File: src/hw/rtl/first_fit_page_allocator_assert.svh
// Assertion macros shared by the first-fit page allocator RTL.
`ifndef FIRST_FIT_PAGE_ALLOCATOR_ASSERT_SVH
`define FIRST_FIT_PAGE_ALLOCATOR_ASSERT_SVH

// Checks that a condition holds at every clock edge outside reset.
`define FFPA_CHECK(lbl, cond, msg) \
    lbl: assert property (@(posedge clk) disable iff (!rst_n) (cond)) else $error(msg);

// Checks that a consequent holds in the same cycle as its antecedent.
`define FFPA_IMPLY(lbl, ante, cons, msg) \
    lbl: assert property (@(posedge clk) disable iff (!rst_n) (ante) |-> (cons)) else $error(msg);

`endif

File: src/hw/rtl/ffpa_cell.sv
// One page map entry in the rotating chain of cells.
`timescale 1ns / 1ps
module ffpa_cell #(
    parameter int W = 11
) (
    input  logic         clk,
    input  logic         rst_n,
    input  logic         shift,
    input  logic [W-1:0] din,
    output logic [W-1:0] q
);
    logic [W-1:0] entry_reg;

    always_ff @(posedge clk or negedge rst_n)
    begin
        if (!rst_n)
        begin
            entry_reg <= '0;
        end
        else if (shift)
        begin
            entry_reg <= din;
        end
    end

    assign q = entry_reg;
endmodule

File: config.mk
export PLATFORM = sky130hd
export DESIGN_NAME = ffpa_cell
export DESIGN_NICKNAME = d
export VERILOG_FILES = /design/src/hw/rtl/first_fit_page_allocator_assert.svh /design/src/hw/rtl/ffpa_cell.sv
export SDC_FILE = /design/constraint.sdc
export NUM_CORES = 1
export LEC_CHECK = 0
export BUFFER_PORTS_ARGS = -buffer_cell sky130_fd_sc_hd__buf_2
export CORE_AREA = 4 4 41 43
export CTS_CLUSTER_SIZE = 40
export DETAILED_ROUTE_END_ITERATION = 12
export DIE_AREA = 0 0 45 47
export GPL_ROUTABILITY_DRIVEN = 1
export PLACE_DENSITY = 0.69
export SLEW_MARGIN = 20
export SYNTH_ARGS = -nofsm -noshare
export SYNTH_HDL_FRONTEND = slang
export SYNTH_SLANG_ARGS = --single-unit
File: constraint.sdc
create_clock -name clk -period 1.2 [get_ports clk]
set_clock_uncertainty 0.15 [all_clocks]
set_input_delay 0.12 -clock clk [delete_from_list [all_inputs] [get_ports clk]]
set_output_delay 0.12 -clock clk [all_outputs]
set_load 0.03 [all_outputs]
==> qor.yml, run 1 <==
route:
  dr.first_iter.drc_count: 2
  routed_wl_um: 994
  vias_per_cell: 4.27
  length_of_the_first_detailed_routing_pass_in_iterations: 2
  drtAntennaViolNets: 0
  top_layer_used_by_detailed_routing: "met4"
  wl_per_cell_um: 12.9
  dr_wl_met2_um: 490
  wirelength_met1_um: 399
  met3_wirelength_um: 83
  vias: 329
  drcViolationCount: 0
clocking:
  tritoncts.num_buffers: 3
  htree_levels: 1
  clock_insertion_delay_worst_skew_ns: 0.26
  clock-root-buffer: "sky130_fd_sc_hd__clkbuf_4"
  clk_transition_reported_paths_ns: 0.07
  cts_hold_buffers: 12
  clock-sinks: 11
  clockBufferDepth: 2
  cts_tree: "yes"
  buffers_inserted_during_post_cts_setup_optimization: 0
  post_cts_resized: 0
hold_path:
  worst_hold_path_type: "input pin to async pin"
finish:
  n_antenna_cell: 0
  nets: 77
  post_route_cells_drive_above_1_share: 0.613
  areaGrowthSynthToFinish_pct: 61.2
  largest_reg_flops: 11
  final_common_cell: "sky130_fd_sc_hd__buf_2"
  most_frequent_cells_in_the_layout: "sky130_fd_sc_hd__buf_2 (24), sky130_fd_sc_hd__dlygate4sd3_1 (12), sky130_fd_sc_hd__dfrtp_1 (11)"
critical_path:
  worst-endpoint-arrival_ns: 0.83
  crit_type: "register to output pin"
  crit_path_start_kind: "register"
  timing.critical_path.buf_inv: 1
  cpMaxStageDelayCell: "sky130_fd_sc_hd__dfrtp_1"
  worst-r2r-cell-count: 1
  critical_path.endpoint: "q[6]"
  path_delay_family: "flip-flops"
  cp_data_required_time_ns: 0.93
  rr_startpoint: "q[6]$_DFFE_PN0P_"
  regToRegEndpoint: "q[6]$_DFFE_PN0P_"
  ordered_list_of_cells_on_the_worst_path: "buf_2"
  crit_path_start: "q[6]$_DFFE_PN0P_"
  critical_path.endpoint_type: "output pin"
  largest_fanout_on_the_critical_path: 2
  critPathMaxStageDelay_ns: 0.39
  reg2reg_slack_ns: 0.28
  worstSetupPathDepth: 1
synthesis:
  syn-mean-instance-area_um2: 19.5
  netlist_instances: 23
  fraction_of_the_yosys_area_taken_by_sequential_cells: 0.615
  ys_seq_elements: 11
  post_synth_design_cell_area_um2: 448
  postSynthNetCount: 37
  synthDistinctLibCells: 4
  synth_warnings: 0
run:
  drv_cap: 0
global_routing:
  pin_count_of_the_biggest_net_entering_global_routing: 12
  grt_antenna_before_repair: 0
  grt-ovfl-total: 0
  first_global_vias: 399
  grt_first_pass_wirelength_mm: 1.77
  global_route_usage_over_all_layers: 0.126
floorplanning:
  std_cell_rows: 13
  num_io_pins: 25
  dieHeight_um: 47
  design.die.area_um2: 2120
  coreArea_um2: 1300
  die_width_um: 45
  initial_core_util: 0.344
timing:
  final_period_minus_worst_setup_slack_ns: 1.10
  hold_violations: 0
  maxClockFrequency_mhz: 911
  grt_setup_unrepaired: "no"
  setup_viol: 0
  timing.final.crit_share: 0.915
  maxSlewHeadroom: 0.781
  aggregate_negative_setup_slack_ns: 0
  maxSlewViolCount: 0
  worst_slew_pin_slew_ns: 0.328
power:
  total_leakage_power_nw: 0.374
  ir_drop_mv: 0.665
  p_total_mw: 0.915
  power.density_nw_per_um2: 1270
outcome:
  result_of_the_run: "finished, final reports clean"
placement:
  finalWeightedCongestion: 0.622
  place.port_buffers: 24
==> stage by stage <==
stage          cells  worst slack [ns]  hold slack (ns)  instance area, um^2   util
3_3_place_gp      61             0.142           -0.156                  576  0.442
4_1_cts           77            0.0790            0.103                  722  0.555
2_1_floorplan     23             0.161           -0.326                  448      -
6_report          77             0.102            0.105                  722  0.555
3_5_place_dp      61             0.130           -0.146                  576  0.442
5_1_grt           77            0.0510            0.111                  722  0.555
==> power breakdown <==
| group | internal, mW | switching [mW] |
|---|---|---|
| clock network | 0.128 | 0.115 |
| registers | 0.408 | 0.0195 |
| logic | 0.118 | 0.125 |
| total | 0.654 | 0.260 |
==> cells in the mapped netlist, drive strengths merged <==
cell type	count	area, um^2
dfrtp	11	275
mux2	11	161
buf	1	11.3
==> worst min-delay path by stage <==
stage          slack (ns)  start                 to  cells after the start
2_1_floorplan       -0.33  rst_n   q[0]$_DFFE_PN0P_                      0
3_3_place_gp        -0.16  rst_n   q[5]$_DFFE_PN0P_                      1
3_5_place_dp        -0.15  rst_n   q[5]$_DFFE_PN0P_                      1
4_1_cts              0.10  rst_n  q[10]$_DFFE_PN0P_                      2
5_1_grt              0.11  rst_n   q[5]$_DFFE_PN0P_                      2
6_report             0.11  rst_n   q[5]$_DFFE_PN0P_                      2
==> layout make-up <==
type | instances | area [um^2]
well taps | 15 | 18.8
multi-input cells | 11 | 161
repair buffers | 36 | 240
clock buffers | 4 | 26.3
fillers | 120 | 579
flip-flops and latches | 11 | 275
==> kinds of logic (layout without fill, tap and decap cells) <==
logic type,Yosys count,count (layout),share of synthesized area
buffers and inverters,1,40,0.0251
flip-flops,11,11,0.615
multiplexers,11,11,0.360
==> per-layer routing <==
metal	GRT usage	vias up
met1	0.126	149
met2	0.206	18
met3	0.0613	2
met4	0.0877	0
li1	-	160
met5	0	-
Note: power is estimated with default switching activity, not from simulation.
==> run 2, diff against run 1 <==
==> constraint.sdc (replaced) <==
create_clock -name clk -period 1.2 [get_ports clk]
set_clock_uncertainty 0.15 [all_clocks]
set_input_delay 0.06 -clock clk [delete_from_list [all_inputs] [get_ports clk]]
set_output_delay 0.06 -clock clk [all_outputs]
set_load 0.03 [all_outputs]
==> run 2 against run 1 <==
Routed wire length shrank 6.0%. Count of clock-buffer cells in the layout stayed put. Via count fell by 2.1%. Cell area stayed put. Largest cell class unchanged. Sequential power barely moved. Largest power group unchanged. Critical path depth did not move. Final cell count is the same. First-iteration DRC count up 50%. Critical path type unchanged. Global-route usage decreased by 1.5 points.
==> qor.yml, run 2 (synthesis gave the netlist of run 1 again) <==
outcome:
  result_of_the_run: "finished, final reports clean"
finish:
  nets: 77  # unchanged
  areaGrowthSynthToFinish_pct: 61.2  # unchanged
  n_fill_cell: 122  # +1.7%
  fin_util: 0.555  # unchanged
  final_common_cell: "sky130_fd_sc_hd__buf_2"
  final_design_area_no_fill_um2: 722  # unchanged
  n_antenna_cell: 0  # unchanged
  post_route_cells_drive_above_1_share: 0.613  # unchanged
  largest_reg_flops: 11  # unchanged
  most_frequent_cells_in_the_layout: "sky130_fd_sc_hd__buf_2 (24), sky130_fd_sc_hd__dlygate4sd3_1 (12), sky130_fd_sc_hd__dfrtp_1 (11)"
route:
  vias: 322  # -2.1%
  length_of_the_first_detailed_routing_pass_in_iterations: 2  # unchanged
  vias_per_cell: 4.18  # -2.1%
  drcViolationCount: 0  # unchanged
  dr.first_iter.drc_count: 3  # +1
  drtAntennaViolNets: 0  # unchanged
  wl_per_cell_um: 12.1  # -6.0%
  routed_wl_um: 934  # -6.0%
power:
  ir_drop_mv: 0.662  # -0.46%
  power.density_nw_per_um2: 1270  # about the same
  p_total_mw: 0.915  # about the same
  total_leakage_power_nw: 0.374  # unchanged
hold_path:
  worst_hold_path_type: "input pin to async pin"
clocking:
  cts_tree: "yes"
  clock_insertion_delay_worst_skew_ns: 0.26  # about the same
  clk_transition_reported_paths_ns: 0.07  # about the same
  buffers_inserted_during_post_cts_setup_optimization: 0  # unchanged
  tritoncts.num_buffers: 3  # unchanged
  clock-root-buffer: "sky130_fd_sc_hd__clkbuf_4"
  clockBufferDepth: 2  # unchanged
  clock-sinks: 11  # unchanged
  htree_levels: 1  # unchanged
floorplanning:
  dieHeight_um: 47  # unchanged
  die_width_um: 45  # unchanged
  std_cell_rows: 13  # unchanged
  initial_core_util: 0.344  # unchanged
  num_io_pins: 25  # unchanged
  coreArea_um2: 1300  # unchanged
  design.die.area_um2: 2120  # unchanged
global_routing:
  gr-max-usage-layer: "met2"
  grt_first_pass_wirelength_mm: 1.52  # -14%
  gr-usage-met3: 0.0345  # -0.0268
  gr-usage-met2: 0.155  # -0.0508
  first_global_vias: 325  # -19%
  pin_count_of_the_biggest_net_entering_global_routing: 12  # unchanged
  global_route_usage_over_all_layers: 0.110  # -0.0153
  grt_antenna_before_repair: 0  # unchanged
  gr_layer_usage_met1: 0.147  # +0.0210
  grt-ovfl-total: 0  # unchanged
critical_path:
  worst-endpoint-arrival_ns: 0.83  # about the same
  timing.critical_path.buf_inv: 1  # unchanged
  path_delay_family: "flip-flops"
  largest_fanout_on_the_critical_path: 2  # unchanged
  worstSetupPathDepth: 1  # unchanged
  ordered_list_of_cells_on_the_worst_path: "buf_2"
  critPathMaxStageDelay_ns: 0.39  # about the same
  cpMaxStageDelayCell: "sky130_fd_sc_hd__dfrtp_1"
  crit_type: "register to output pin"
  cp_data_required_time_ns: 0.99  # +0.06 ns
  crit_path_start_kind: "register"
  worst-r2r-cell-count: 1  # unchanged
  critical_path.endpoint_type: "output pin"
timing:
  final_period_minus_worst_setup_slack_ns: 1.04  # -0.0594 ns
  finalHoldWorstSlack_ns: 0.0421  # -0.0630 ns
  maxClockFrequency_mhz: 963  # +5.7%
  aggregate_negative_setup_slack_ns: 0  # unchanged
  timing.final.crit_share: 0.865  # -0.0495
  maxSlewHeadroom: 0.784  # +0.00266
  setup_viol: 0  # unchanged
  hold_violations: 0  # unchanged
  maxSlewViolCount: 0  # unchanged
  worst_slew_pin_slew_ns: 0.324  # -0.00399 ns
  grt_setup_unrepaired: "no"
placement:
  finalWeightedCongestion: 0.687  # +10%
  placement.cell_area_um2: 576  # unchanged
  place.port_buffers: 24  # unchanged
run:
  drv_cap: 0  # unchanged
run 2: per-layer routing:
metal,vias up,wire length [um]
li1,158,-
met1,144,414
met2,18,404
met3,2,99
met4,0,15
met5,-,0
run 2: layout make-up:
cell class / instances / area [um^2] / share of cell area
Multi-Input combinational cell: 11 / 161 / 0.224
Tap cell: 15 / 18.8 / 0.0260
Clock buffer: 4 / 26.3 / 0.0364
Timing Repair Buffer: 36 / 240 / 0.333
Sequential cell: 11 / 275 / 0.381
run 2: path summary, 6_finish.rpt:
check                                  startpoint           endpoint  slack, ns
worst max-delay path            q[10]$_DFFE_PN0P_              q[10]       0.16
worst min-delay path                        rst_n   q[5]$_DFFE_PN0P_       0.04
worst max register to register  q[10]$_DFFE_PN0P_  q[10]$_DFFE_PN0P_       0.28
max in group asynchronous                   rst_n   q[3]$_DFFE_PN0P_       0.65
worst min register to register   q[8]$_DFFE_PN0P_   q[8]$_DFFE_PN0P_       0.35
min in group clk                            shift   q[6]$_DFFE_PN0P_       0.11
run 2: power breakdown:
part	switching (mW)	total (mW)	internal (mW)
logic	0.125	0.243	0.118
clock network	0.116	0.245	0.128
registers	0.0197	0.428	0.408
run 2: what timing repair did:
action,4_1_cts,5_1_grt
gates resized for setup,0,0
hold endpoints to repair,22,0
hold buffers,12,0
run 2: through the flow:
stage | instances | setup WS [ns]
2_1_floorplan | 23 | 0.161
3_3_place_gp | 61 | 0.201
3_5_place_dp | 61 | 0.197
4_1_cts | 77 | 0.151
5_1_grt | 77 | 0.125
6_report | 77 | 0.162
